### src/sv/tlrq_pkg.sv
// Shared types and constants for the three-level ready-queue scheduler.
// No dependencies.
package tlrq_pkg;

  localparam int unsigned PW = 6;  // process index field width
  localparam int unsigned TW = 7;  // class threshold register width
  localparam int unsigned KW = 2;  // command kind width
  localparam int unsigned NQ = 3;  // number of ready queues
  localparam int unsigned QW = 2;  // queue code width

  localparam logic [KW-1:0] KIND_READY   = 2'd0;
  localparam logic [KW-1:0] KIND_UNREADY = 2'd1;
  localparam logic [KW-1:0] KIND_ROTATE  = 2'd2;
  localparam logic [KW-1:0] KIND_PICK    = 2'd3;

  localparam logic [QW-1:0] Q_TASK   = 2'd0;
  localparam logic [QW-1:0] Q_SERVER = 2'd1;
  localparam logic [QW-1:0] Q_USER   = 2'd2;

  localparam logic [1:0] REG_FIRST_SERVER = 2'd0;
  localparam logic [1:0] REG_FIRST_USER   = 2'd1;
  localparam logic [1:0] REG_IDLE         = 2'd2;

  localparam logic [TW-1:0] FIRST_SERVER_RST = 7'd8;
  localparam logic [TW-1:0] FIRST_USER_RST   = 7'd10;
  localparam logic [PW-1:0] IDLE_RST         = 6'd0;

  typedef struct packed {
    logic latch;
    logic rdy_link;
    logic rdy_self;
    logic un_read;
    logic un_resolve;
    logic walk_step;
    logic rot_read;
    logic rot_finish;
    logic pick;
    logic out_load;
  } cmd_t;

  typedef struct packed {
    logic rdy_ok;
    logic un_ok;
    logic un_is_head;
    logic un_need_pick;
    logic walk_done;
    logic user_empty;
  } sts_t;

endpackage

### src/sv/tlrq_ctrl.sv
// Command sequencer of the ready-queue scheduler.
// Depends on tlrq_pkg (command/status structs, kind codes).
module tlrq_ctrl import tlrq_pkg::*; (
  input  logic          clk_i,
  input  logic          rst_ni,
  input  logic          in_valid_i,
  input  logic [KW-1:0] kind_i,
  output logic          in_ready_o,
  input  logic          out_ready_i,
  output logic          out_valid_o,
  input  sts_t          sts_i,
  output cmd_t          cmd_o
);

  localparam logic [3:0] S_IDLE = 4'd0;
  localparam logic [3:0] S_RDY1 = 4'd1;
  localparam logic [3:0] S_RDY2 = 4'd2;
  localparam logic [3:0] S_UN0  = 4'd3;
  localparam logic [3:0] S_UN1  = 4'd4;
  localparam logic [3:0] S_WALK = 4'd5;
  localparam logic [3:0] S_ROT0 = 4'd6;
  localparam logic [3:0] S_ROT1 = 4'd7;
  localparam logic [3:0] S_PICK = 4'd8;
  localparam logic [3:0] S_DONE = 4'd9;

  logic [3:0] state_q, state_d;
  logic       out_valid_q, out_valid_d;

  assign in_ready_o  = (state_q == S_IDLE);
  assign out_valid_o = out_valid_q;

  always_comb begin
    state_d     = state_q;
    out_valid_d = out_valid_q && !out_ready_i;
    cmd_o       = '0;
    case (state_q)
      S_IDLE: begin
        if (in_valid_i) begin
          cmd_o.latch = 1'b1;
          case (kind_i)
            KIND_READY:   state_d = S_RDY1;
            KIND_UNREADY: state_d = S_UN0;
            KIND_ROTATE:  state_d = S_ROT0;
            default:      state_d = S_PICK;
          endcase
        end
      end
      S_RDY1: begin
        if (sts_i.rdy_ok) begin
          cmd_o.rdy_link = 1'b1;
          state_d        = S_RDY2;
        end else begin
          state_d = S_DONE;
        end
      end
      S_RDY2: begin
        cmd_o.rdy_self = 1'b1;
        state_d        = S_DONE;
      end
      S_UN0: begin
        if (sts_i.un_ok) begin
          cmd_o.un_read = 1'b1;
          state_d       = S_UN1;
        end else begin
          state_d = S_DONE;
        end
      end
      S_UN1: begin
        cmd_o.un_resolve = 1'b1;
        if (!sts_i.un_is_head) begin
          state_d = S_WALK;
        end else if (sts_i.un_need_pick) begin
          state_d = S_PICK;
        end else begin
          state_d = S_DONE;
        end
      end
      S_WALK: begin
        cmd_o.walk_step = 1'b1;
        if (sts_i.walk_done) begin
          state_d = S_DONE;
        end
      end
      S_ROT0: begin
        if (sts_i.user_empty) begin
          state_d = S_DONE;
        end else begin
          cmd_o.rot_read = 1'b1;
          state_d        = S_ROT1;
        end
      end
      S_ROT1: begin
        cmd_o.rot_finish = 1'b1;
        state_d          = S_PICK;
      end
      S_PICK: begin
        cmd_o.pick = 1'b1;
        state_d    = S_DONE;
      end
      S_DONE: begin
        if (!out_valid_q || out_ready_i) begin
          cmd_o.out_load = 1'b1;
          out_valid_d    = 1'b1;
          state_d        = S_IDLE;
        end
      end
      default: state_d = S_IDLE;
    endcase
  end

  always_ff @(posedge clk_i or negedge rst_ni) begin
    if (!rst_ni) begin
      state_q     <= S_IDLE;
      out_valid_q <= 1'b0;
    end else begin
      state_q     <= state_d;
      out_valid_q <= out_valid_d;
    end
  end

endmodule

### src/sv/tlrq_dpath.sv
// Queue datapath: link and queue-code memories, heads, tails, in-queue bits,
// current/billed process and the result register. Depends on tlrq_pkg.
module tlrq_dpath import tlrq_pkg::*; #(
  parameter int unsigned PROC_SLOTS = 64
) (
  input  logic          clk_i,
  input  logic          rst_ni,
  input  cmd_t          cmd_i,
  output sts_t          sts_o,
  input  logic [PW-1:0] proc_index_i,
  input  logic [TW-1:0] first_server_i,
  input  logic [TW-1:0] first_user_i,
  input  logic [PW-1:0] idle_i,
  output logic [PW-1:0] running_proc_o,
  output logic [PW-1:0] billed_proc_o,
  output logic          was_queued_o
);

  localparam int unsigned AW = $clog2(PROC_SLOTS);
  localparam int unsigned LW = $clog2(PROC_SLOTS + 1);
  localparam logic [LW-1:0] NO_PROC = LW'(PROC_SLOTS);

  logic [LW-1:0] link_mem [PROC_SLOTS];
  logic [QW-1:0] qof_mem  [PROC_SLOTS];

  logic [LW-1:0]         head_q [NQ];
  logic [LW-1:0]         tail_q [NQ];
  logic [PROC_SLOTS-1:0] inq_q;
  logic [PW-1:0]         cur_q, bill_q;
  logic [PW-1:0]         p_q;
  logic [QW-1:0]         q_q;
  logic [LW-1:0]         x_q, lp_q;
  logic                  removed_q;
  logic [LW-1:0]         lk_rd_q;
  logic [QW-1:0]         qof_rd_q;
  logic [PW-1:0]         run_q, billo_q;
  logic                  wq_q;

  logic [AW-1:0] p_a;
  logic [LW-1:0] p_l;
  logic          p_ok;
  logic [QW-1:0] cls;
  logic          y_hit;
  logic          lk_we;
  logic [AW-1:0] lk_wa, lk_ra;
  logic [LW-1:0] lk_wd;

  assign p_a   = AW'(p_q);
  assign p_l   = LW'(p_q);
  assign p_ok  = 32'(p_q) < 32'(PROC_SLOTS);
  assign y_hit = (lk_rd_q == p_l);

  always_comb begin
    if ({1'b0, p_q} < first_server_i) begin
      cls = Q_TASK;
    end else if ({1'b0, p_q} < first_user_i) begin
      cls = Q_SERVER;
    end else begin
      cls = Q_USER;
    end
  end

  always_comb begin
    sts_o.rdy_ok       = p_ok && !inq_q[p_a];
    sts_o.un_ok        = p_ok && inq_q[p_a];
    sts_o.un_is_head   = (head_q[qof_rd_q] == p_l);
    sts_o.un_need_pick = (qof_rd_q != Q_TASK) || (p_q == cur_q);
    sts_o.walk_done    = y_hit || (lk_rd_q >= NO_PROC);
    sts_o.user_empty   = (head_q[Q_USER] == NO_PROC);
  end

  always_comb begin
    lk_we = 1'b0;
    lk_wa = p_a;
    lk_wd = NO_PROC;
    lk_ra = p_a;
    if (cmd_i.rdy_link && head_q[cls] != NO_PROC) begin
      lk_we = 1'b1;
      lk_wa = AW'(tail_q[cls]);
      lk_wd = p_l;
    end
    if (cmd_i.rdy_self) begin
      lk_we = 1'b1;
    end
    if (cmd_i.un_resolve) begin
      lk_ra = AW'(head_q[qof_rd_q]);
    end
    if (cmd_i.walk_step) begin
      lk_ra = AW'(lk_rd_q);
      if (y_hit) begin
        lk_we = 1'b1;
        lk_wa = AW'(x_q);
        lk_wd = lp_q;
      end
    end
    if (cmd_i.rot_read) begin
      lk_we = 1'b1;
      lk_wa = AW'(tail_q[Q_USER]);
      lk_wd = head_q[Q_USER];
      lk_ra = AW'(head_q[Q_USER]);
    end
    if (cmd_i.rot_finish) begin
      lk_we = 1'b1;
      lk_wa = AW'(x_q);
    end
  end

  always_ff @(posedge clk_i) begin
    if (lk_we) begin
      link_mem[lk_wa] <= lk_wd;
    end
    lk_rd_q <= link_mem[lk_ra];
  end

  always_ff @(posedge clk_i) begin
    if (cmd_i.rdy_link) begin
      qof_mem[p_a] <= cls;
    end
    qof_rd_q <= qof_mem[p_a];
  end

  always_ff @(posedge clk_i or negedge rst_ni) begin
    if (!rst_ni) begin
      for (int i = 0; i < NQ; i++) begin
        head_q[i] <= NO_PROC;
        tail_q[i] <= NO_PROC;
      end
      inq_q  <= '0;
      cur_q  <= IDLE_RST;
      bill_q <= IDLE_RST;
    end else begin
      if (cmd_i.rdy_link) begin
        if (head_q[cls] == NO_PROC) begin
          head_q[cls] <= p_l;
          if (cls == Q_TASK) begin
            cur_q <= p_q;
          end
        end
        tail_q[cls] <= p_l;
        inq_q[p_a]  <= 1'b1;
      end
      if (cmd_i.un_read) begin
        inq_q[p_a] <= 1'b0;
      end
      if (cmd_i.un_resolve && head_q[qof_rd_q] == p_l) begin
        head_q[qof_rd_q] <= lk_rd_q;
        if (lk_rd_q == NO_PROC) begin
          tail_q[qof_rd_q] <= NO_PROC;
        end
      end
      if (cmd_i.walk_step && y_hit && tail_q[q_q] == p_l) begin
        tail_q[q_q] <= x_q;
      end
      if (cmd_i.rot_finish) begin
        head_q[Q_USER] <= (lk_rd_q == NO_PROC) ? x_q : lk_rd_q;
        tail_q[Q_USER] <= x_q;
      end
      if (cmd_i.pick) begin
        if (head_q[Q_TASK] != NO_PROC) begin
          cur_q <= PW'(head_q[Q_TASK]);
        end else if (head_q[Q_SERVER] != NO_PROC) begin
          cur_q <= PW'(head_q[Q_SERVER]);
        end else if (head_q[Q_USER] != NO_PROC) begin
          cur_q  <= PW'(head_q[Q_USER]);
          bill_q <= PW'(head_q[Q_USER]);
        end else begin
          cur_q  <= idle_i;
          bill_q <= idle_i;
        end
      end
    end
  end

  always_ff @(posedge clk_i) begin
    if (cmd_i.latch) begin
      p_q       <= proc_index_i;
      removed_q <= 1'b0;
    end
    if (cmd_i.un_read) begin
      removed_q <= 1'b1;
    end
    if (cmd_i.un_resolve) begin
      lp_q <= lk_rd_q;
      q_q  <= qof_rd_q;
      x_q  <= head_q[qof_rd_q];
    end
    if (cmd_i.walk_step && !y_hit) begin
      x_q <= lk_rd_q;
    end
    if (cmd_i.rot_read) begin
      x_q <= head_q[Q_USER];
    end
    if (cmd_i.out_load) begin
      run_q   <= cur_q;
      billo_q <= bill_q;
      wq_q    <= removed_q;
    end
  end

  assign running_proc_o = run_q;
  assign billed_proc_o  = billo_q;
  assign was_queued_o   = wq_q;

endmodule

### src/sv/three_level_ready_queue_scheduler.sv
// Three-level ready-queue scheduler; depends on tlrq_pkg, tlrq_ctrl, tlrq_dpath.
// An unready that removes a queue head may repick; one that does not walks the queue
// behind the head, one link read per cycle. Ignored ready/unready and an empty rotate
// go straight to the result.
// One item at a time; the next is taken in the cycle after the result is loaded.
// Reset: queues empty, current and billed process 0, thresholds 8 and 10.
module three_level_ready_queue_scheduler import tlrq_pkg::*; #(
  parameter int unsigned PROC_SLOTS = 64
) (
  input  logic          clk_i,
  input  logic          rst_ni,
  input  logic          in_valid_i,
  output logic          in_ready_o,
  input  logic [KW-1:0] kind_i,
  input  logic [PW-1:0] proc_index_i,
  output logic          out_valid_o,
  input  logic          out_ready_i,
  output logic [PW-1:0] running_proc_o,
  output logic [PW-1:0] billed_proc_o,
  output logic          was_queued_o,
  input  logic          psel,
  input  logic          penable,
  input  logic          pwrite,
  input  logic [3:0]    paddr,
  input  logic [31:0]   pwdata,
  output logic [31:0]   prdata,
  output logic          pready
);

  logic [TW-1:0] fs_q, fu_q;
  logic [PW-1:0] idle_q;
  logic          wr_en;
  cmd_t          cmd;
  sts_t          sts;

  assign pready = 1'b1;
  assign wr_en  = psel && penable && pwrite;

  always_ff @(posedge clk_i or negedge rst_ni) begin
    if (!rst_ni) begin
      fs_q   <= FIRST_SERVER_RST;
      fu_q   <= FIRST_USER_RST;
      idle_q <= IDLE_RST;
    end else if (wr_en) begin
      case (paddr[3:2])
        REG_FIRST_SERVER: fs_q   <= pwdata[TW-1:0];
        REG_FIRST_USER:   fu_q   <= pwdata[TW-1:0];
        REG_IDLE:         idle_q <= pwdata[PW-1:0];
        default: ;
      endcase
    end
  end

  always_comb begin
    case (paddr[3:2])
      REG_FIRST_SERVER: prdata = 32'(fs_q);
      REG_FIRST_USER:   prdata = 32'(fu_q);
      REG_IDLE:         prdata = 32'(idle_q);
      default:          prdata = '0;
    endcase
  end

  tlrq_ctrl u_ctrl (
    .clk_i       (clk_i),
    .rst_ni      (rst_ni),
    .in_valid_i  (in_valid_i),
    .kind_i      (kind_i),
    .in_ready_o  (in_ready_o),
    .out_ready_i (out_ready_i),
    .out_valid_o (out_valid_o),
    .sts_i       (sts),
    .cmd_o       (cmd)
  );

  tlrq_dpath #(
    .PROC_SLOTS (PROC_SLOTS)
  ) u_dpath (
    .clk_i          (clk_i),
    .rst_ni         (rst_ni),
    .cmd_i          (cmd),
    .sts_o          (sts),
    .proc_index_i   (proc_index_i),
    .first_server_i (fs_q),
    .first_user_i   (fu_q),
    .idle_i         (idle_q),
    .running_proc_o (running_proc_o),
    .billed_proc_o  (billed_proc_o),
    .was_queued_o   (was_queued_o)
  );

endmodule

### config.mk
export PLATFORM = sky130hd
export DESIGN_NAME = three_level_ready_queue_scheduler
export DESIGN_NICKNAME = d
export VERILOG_FILES = /design/src/sv/tlrq_pkg.sv /design/src/sv/tlrq_ctrl.sv /design/src/sv/tlrq_dpath.sv /design/src/sv/three_level_ready_queue_scheduler.sv
export SDC_FILE = /design/constraint.sdc
export NUM_CORES = 1
export LEC_CHECK = 0
export BUFFER_PORTS_ARGS = -buffer_cell sky130_fd_sc_hd__buf_2
export CORE_MARGIN = 2
export CORE_UTILIZATION = 56
export CTS_CLUSTER_DIAMETER = 150
export DETAILED_ROUTE_END_ITERATION = 16
export PLACE_DENSITY = 0.77
export SYNTH_ARGS = -nofsm -noshare
export SYNTH_HDL_FRONTEND = slang
export SYNTH_SLANG_ARGS = --single-unit
### constraint.sdc
create_clock -name clk_i -period 5.3 [get_ports clk_i]
set_input_delay 0.795 -clock clk_i [delete_from_list [all_inputs] [get_ports clk_i]]
set_output_delay 0.795 -clock clk_i [all_outputs]
set_load 0.03 [all_outputs]
; Word level (Yosys, flattened, before mapping)
; Memories as Yosys holds them, arrays and structs flattened. A register that Yosys moved wholly into a read port is not among the register bits.
; Index checks and enable logic that the tools add are counted.
[totals]
register_bits = 179
latchBits = 0
mem_bits_rw = 576
rom_bits = 0
word_cells = 207
mem_count = 2
[classes]
n_addsub = 0
multipliers = 0
div = 0
order_cmp = 11
eq_ne = 27
shifts = 0
mux = 100
bitwise = 11
reduce_logical = 34
[mem_list]
columns = memory, words, width, read_ports, rd_clocked_by_memory_dff, wr, line_no
row1 = u_dpath.link_mem, 64, 7, 1, 1, 1, tlrq_dpath.sv:23  ; logic [LW-1:0] link_mem [PROC_SLOTS];
row2 = u_dpath.qof_mem, 64, 2, 1, 1, 1, tlrq_dpath.sv:24  ; logic [QW-1:0] qof_mem [PROC_SLOTS];
[op_table]
columns = operator, n
row1 = $mux W21, 7
row2 = $mux W7, 19
row3 = $mux W64, 2
row4 = $mux W6, 17
row5 = $bwmux W21, 4
row6 = $and A64 B64 Y64, 1
row7 = $not A64 Y64, 1
row8 = $or A64 B64 Y64, 1
row9 = $bmux W7 S2, 4
row10 = $demux W7 S2, 3
row11 = $pmux W4 S9, 1
row12 = $mux W1, 30
row13 = $mux W4, 7
row14 = $ne A7 B7 Y1 const B, 4
row15 = $eq A7 B6 Y1, 3
row16 = $eq A7 B7 Y1 const B, 3
row17 = $pmux W7 S3, 1
row18 = $and A18 B18 Y18, 1
row19 = $not A18 Y18, 1
row20 = $eq A4 B3 Y1 const B, 4
row21 = $lt A6 B7 Y1, 2
row22 = $logic_and A1 B1 Y1, 12
row23 = $pmux W4 S3, 1
row24 = $ge A3 B3 Y1 const B, 3
row25 = other kinds (27), 51

; Logic depth before layout (Yosys ltp)
[logic_depth]
word_depth = 17
mapped_depth = 14

; Hierarchy
; From an unflattened synthesis, not the netlist that was laid out.
[hier_totals]
cells_unflattened = 2651
area_unflattened_um2 = 33056.7
[modules_own_cells]
columns = mod, instances, cells_each, area_each_um2, seq_area_each_um2
row1 = tlrq_dpath, 1, 2487, 31326.3, 21508.1
row2 = three_level_ready_queue_scheduler, 1, 96, 1156.1, 504.2
row3 = tlrq_ctrl, 1, 68, 574.3, 125.1

; Least setup slack after synthesis
; Ideal clock, no wire load.
[synth_timing]
path_type = reg2reg
startpoint = register u_dpath.head_q[2] (netlist bit)
endpoint = memory u_dpath.link_mem[0][6] (netlist bit) (data pin)
setup_time_ns = 0.701
arrival_ns = 4.711
slack_ns = -0.112
stages_incl_launch_ff = 10
path_buffers = 2
synth_period_minus_slack_ns = 5.412
path_cell_list = dfrtp_1 buf_2 or4_4 nor2_1 mux2i_1 a21oi_2 or2_4 buf_6 o21ai_0 o21ai_0
[synth_via]
elab_chain_cells = 9
[synth_rtl]
columns = element, line_no
row1 = from (decl), tlrq_dpath.sv:26  ; logic [LW-1:0] head_q [NQ];
row2 = "from (signal, indexed assignment)", tlrq_dpath.sv:134  ; head_q[cls] <= p_l;
row3 = "from (signal, indexed assignment)", tlrq_dpath.sv:146  ; head_q[qof_rd_q] <= lk_rd_q;
row4 = "from (signal, indexed assignment)", tlrq_dpath.sv:155  ; head_q[Q_USER] <= (lk_rd_q == NO_PROC) ? x_q : lk_rd_q;
row5 = $bmux W7 S2, tlrq_dpath.sv:77  ; if (cmd_i.rdy_link && head_q[cls] != NO_PROC) begin
row6 = $mux W7 (implied by the code) (2 in a row), tlrq_dpath.sv:77
row7 = $ne A7 B7 Y1, tlrq_dpath.sv:77
row8 = $logic_and A1 B1 Y1, tlrq_dpath.sv:77
row9 = $mux W7, tlrq_dpath.sv:77
row10 = $mux W7, tlrq_dpath.sv:90  ; if (y_hit) begin
row11 = $mux W7, tlrq_dpath.sv:88  ; if (cmd_i.walk_step) begin
row12 = $mux W7 (*), tlrq_dpath.sv:96  ; if (cmd_i.rot_read) begin
row13 = named net u_dpath.lk_wd[6], tlrq_dpath.sv:46  ; logic [LW-1:0] lk_wd;
row14 = to (decl), tlrq_dpath.sv:23
; The timed path passes the listed nets; every way through them passes the cells marked *. The select of a mux whose other input is x is not followed.

; Worst setup path after layout
[layout_timing]
startpoint = register u_dpath.p_q[0], in the netlist u_dpath.p_a[0]
endpoint = memory u_dpath.link_mem[34][4] (netlist bit), enable pin
[layout_via]
elab_chain_cells = 17
[layout_rtl]
columns = element, line_no
row1 = from (decl), tlrq_dpath.sv:30  ; logic [PW-1:0] p_q;
row2 = from (signal assigned), tlrq_dpath.sv:176  ; p_q <= proc_index_i;
row3 = $lt A6 B7 Y1, tlrq_dpath.sv:56  ; end else if ({1'b0, p_q} < first_user_i) begin
row4 = $mux W2, tlrq_dpath.sv:56
row5 = $mux W2, tlrq_dpath.sv:54  ; if ({1'b0, p_q} < first_server_i) begin
row6 = $not A2 Y3 (implied by the code), "tlrq_dpath.sv:77, tlrq_dpath.sv:79"
row7 = $bmux W7 S2, tlrq_dpath.sv:77
row8 = $mux W7 (implied by the code) (2 in a row), tlrq_dpath.sv:77
row9 = $ne A7 B7 Y1, tlrq_dpath.sv:77
row10 = $logic_and A1 B1 Y1, tlrq_dpath.sv:77
row11 = $mux W1, tlrq_dpath.sv:77
row12 = $mux W1, tlrq_dpath.sv:82  ; if (cmd_i.rdy_self) begin
row13 = $mux W1, tlrq_dpath.sv:90
row14 = $mux W1, tlrq_dpath.sv:88
row15 = $mux W1, tlrq_dpath.sv:96
row16 = $mux W1, tlrq_dpath.sv:102  ; if (cmd_i.rot_finish) begin
row17 = $mux W1, tlrq_dpath.sv:109  ; if (lk_we) begin
row18 = $mux W1 (implied by the code), tlrq_dpath.sv:110  ; link_mem[lk_wa] <= lk_wd;
; Parallel ways exist; a longest one is shown, timed or not. The select of a mux whose other input is x is not followed.

==> flow_summary_export.csv <==
group,metric,value,unit
floorplan,die_w,248,um
timing,tightest_slew,1.26,ns
worst_setup_path,worstPathMaxFanout,14,
global_route,track_usage,27.8,%
pwr,irDropWorstVdd,375,uV
layout,multi_input_area,10100,um2
global_route,overflow,0,
timing,min_period,4.66,ns
synthesis,synth_top_area_share,55.2,%
global_route,grt_pass1_wl,129,mm
clock_network,htreeDepth,3,
global_route,grt_max_degree,99,
synthesis,synth_commonest_cells,"edfxtp_1, nand2_1, nor2_1",
timing,final.setup.tns,0,ns
worst_setup_path,critPathSlowestCell,"nor2_1",
worst_setup_path,cpPeakStageDelay,0.76,ns
pwr,p_seq_share,42.2,%
clock_network,clkLatencyLatePin,0.64,ns
synthesis,synth-edff-count,611,
layout,regArea,22100,um2
place,dp_hpwl,52.7,mm
floorplan,initial_core_util,56.5,%
synthesis,synth-seq-cells,764,
synthesis,synth.most_common_cell,"edfxtp_1",
worst_hold_path,hold_path_class,"in -> async",
floorplan,die-area,61300,um2
synthesis,ys.flop_type,"edfxtp_1",
timing,finalSetupViolCount,0,
clock_network,cts_hold_buf,0,
routing,wirelength,84.7,mm
timing,final_max_slew_viol_count,0,
worst_setup_path,setup.worst_path.start_class,"flop",
clock_network,postCtsSetupBuffers,0,
routing,drc,0,
timing,max_freq,0.215,GHz
synthesis,ys_seq_area_share,66.6,%
routing,drt_first_pass_iters,5,
timing,slew_headroom,15.7,%
clock_network,cts_resized,0,
worst_setup_path,worstPathRequired,5.56,ns
pwr,combPwrFrac,29.0,%
pwr,p_sw,6.78,mW
synthesis,syn_avg_cell_area,13.0,um2
place,place_congestion,0.934,
clock_network,clock-sinks,764,
worst_setup_path,crit_type,"reg -> reg",
pwr,clkPwrFrac,28.8,%
synthesis,yosys_warnings,0,
routing,post_drt_wl_per_cell,24.9,um
place,port_buffers,45,
routing,vias_per_cell,6.57,
run_status,run_status,"completed",
synthesis,ys_top_cells_by_area,"edfxtp_1, dfrtp_1, nand2_1",
routing,ant_nets,0,
floorplan,io_pins,99,
synthesis,synthArstFlopShare,18.7,%
synthesis,syn_area,33200,um2
pwr,leakage,12.9,nW
worst_setup_path,cp-end-kind,"flop",
timing,hold_violations,0,
floorplan,core,58800,um2
global_route,grt_pass1_vias,21800,
floorplan,fp.dieH,248,um
worst_setup_path,cp.arrival,4.92,ns
synthesis,syn_inst,2548,
pwr,p_sw_share,35.3,%
timing,rsz0062_at_grt,"no",
clock_network,clockRootBuffer,"clkbuf_16",
synthesis,synth_area_leader_cell,"edfxtp_1",
layout,fillers,4199,
pwr,p_int,12.4,mW
worst_setup_path,path_cells,"buf_4 -> nand2b_1 -> o22a_1 -> a41o_1 -> and4_1 -> nand4_4 -> or2_4 -> a211oi_2 -> nand3_2 -> nor2_1",
clock_network,cts_made_buffers,77,
global_route,antenna_found_initial,1,
pwr,total_power,19.2,mW
clock_network,cts.clk_slew.worst_paths,0.06,ns
pwr,power_density,523,nW/um2
timing,final.setup_skew,0.0385,ns
routing,num_vias,22400,
clock_network,cts_tree,"built",
clock_network,cts_buffer_depth,3,
layout,nets,2634,
routing,drt_iter0_drc,2758,
floorplan,rows,89,
synthesis,synth.distinct_cells,94,
layout,drive_gt1_share,13.1,%
run,maxCapViolCount,0,
layout,syn2layout_area_growth,10.4,%
timing,finalCritPeriodShare,87.9,%
==> metal layers <==
layer / global-route usage (%) / share of wire, %
met1: 38.2 / 39
met2: 43.7 / 47
met3: 5.88 / 11
met4: 10.6 / 3.4
met5: 0 / 0
==> power by group through the flow <==
stage               Sequential (mW)  Combinational [mW]  Clock [mW]
floorplan                      7.88                3.90           0
global placement               8.15                5.27           0
detailed placement             8.18                5.45           0
CTS                            8.06                5.48        5.58
global route                   8.14                5.97        5.81
finish                         8.11                5.56        5.54
==> cells in the final DEF, fill, tap and decap left out, types with 49 or more instances in the layout <==
| master | n |
|---|---|
| a22oi_1 | 54 |
| nor3_1 | 84 |
| clkbuf_16 | 79 |
| dfrtp_1 | 134 |
| a32oi_1 | 62 |
| buf_4 | 52 |
| o21ai_0 | 54 |
| nor2_1 | 158 |
| nand2_1 | 351 |
| a31oi_1 | 49 |
| mux2i_1 | 118 |
| a21oi_1 | 123 |
| nand3_1 | 65 |
| edfxtp_1 | 611 |
==> per-stage QoR <==
step	hold WS, ns	std cells	setup slack (ns)	area [um2]	utilization [%]
2_1_floorplan	0.403	2572	0.912	33300	-
3_3_place_gp	0.422	3263	0.907	34100	58.0
3_5_place_dp	0.419	3263	0.795	34100	58.0
4_1_cts	0.293	3406	0.765	36700	62.4
5_1_grt	0.312	3407	0.518	36700	62.4
6_report	0.224	3407	0.644	36700	62.4
==> final cells by class <==
class / instances / share of cell area, %
flip-flops and latches: 764 / 60.3
multi-input cells: 1581 / 27.5
clock buffers: 102 / 5.76
well taps: 773 / 2.64
repair buffers: 103 / 2.02
clock inverters: 41 / 1.30
inverters: 42 / 0.433
diodes: 1 / 0.00682
==> critical path, delay by kind of cell, from the launching register on <==
family                 cells  cell delay (ns)
DFF                        1             0.68
AOI/OAI and AO/OA          3             0.81
buffers and inverters      1             0.30
and+or+nand+nor            6             2.48
==> worst paths after layout <==
check                      slack, ns  cells after the start                      end         startpoint
min                             0.22                      1         u_dpath.inq_q[6]             rst_ni
max in group asynchronous       3.78                      2        u_dpath.inq_q[39]             rst_ni
max                             0.64                     10  u_dpath.link_mem[34][4]     u_dpath.p_a[0]
max reg2reg                     0.64                     10  u_dpath.link_mem[34][4]     u_dpath.p_a[0]
min in group clk_i              0.35                      1           u_dpath.p_a[3]    proc_index_i[3]
min reg2reg                     0.43                      0     u_dpath.was_queued_o  u_dpath.removed_q
==> state kept, by name, summed over array words and instances (netlist names), 7 cells and up <==
signal,cells
u_dpath.link_mem,448
u_dpath.tail_q,21
fu_q,7
u_dpath.x_q,7
u_dpath.lk_rd_q,7
u_dpath.qof_mem,128
u_dpath.lp_q,7
u_dpath.inq_q,64
fs_q,7
u_dpath.head_q,21
==> cells by family (layout without fill, tap and decap cells) <==
logic type	count (synthesis)	after routing	synth area share, %
xor gates and xnor gates	25	25	0.659
buffers and inverters	227	288	3.47
DFF	764	764	66.6
AOI/OAI and AO/OA	538	538	11.7
other	2	27	0.0226
adders and majority gates	14	14	0.527
muxes	153	153	5.28
and+or+nand+nor	825	825	11.7
Power figures use the tool's default switching activity.
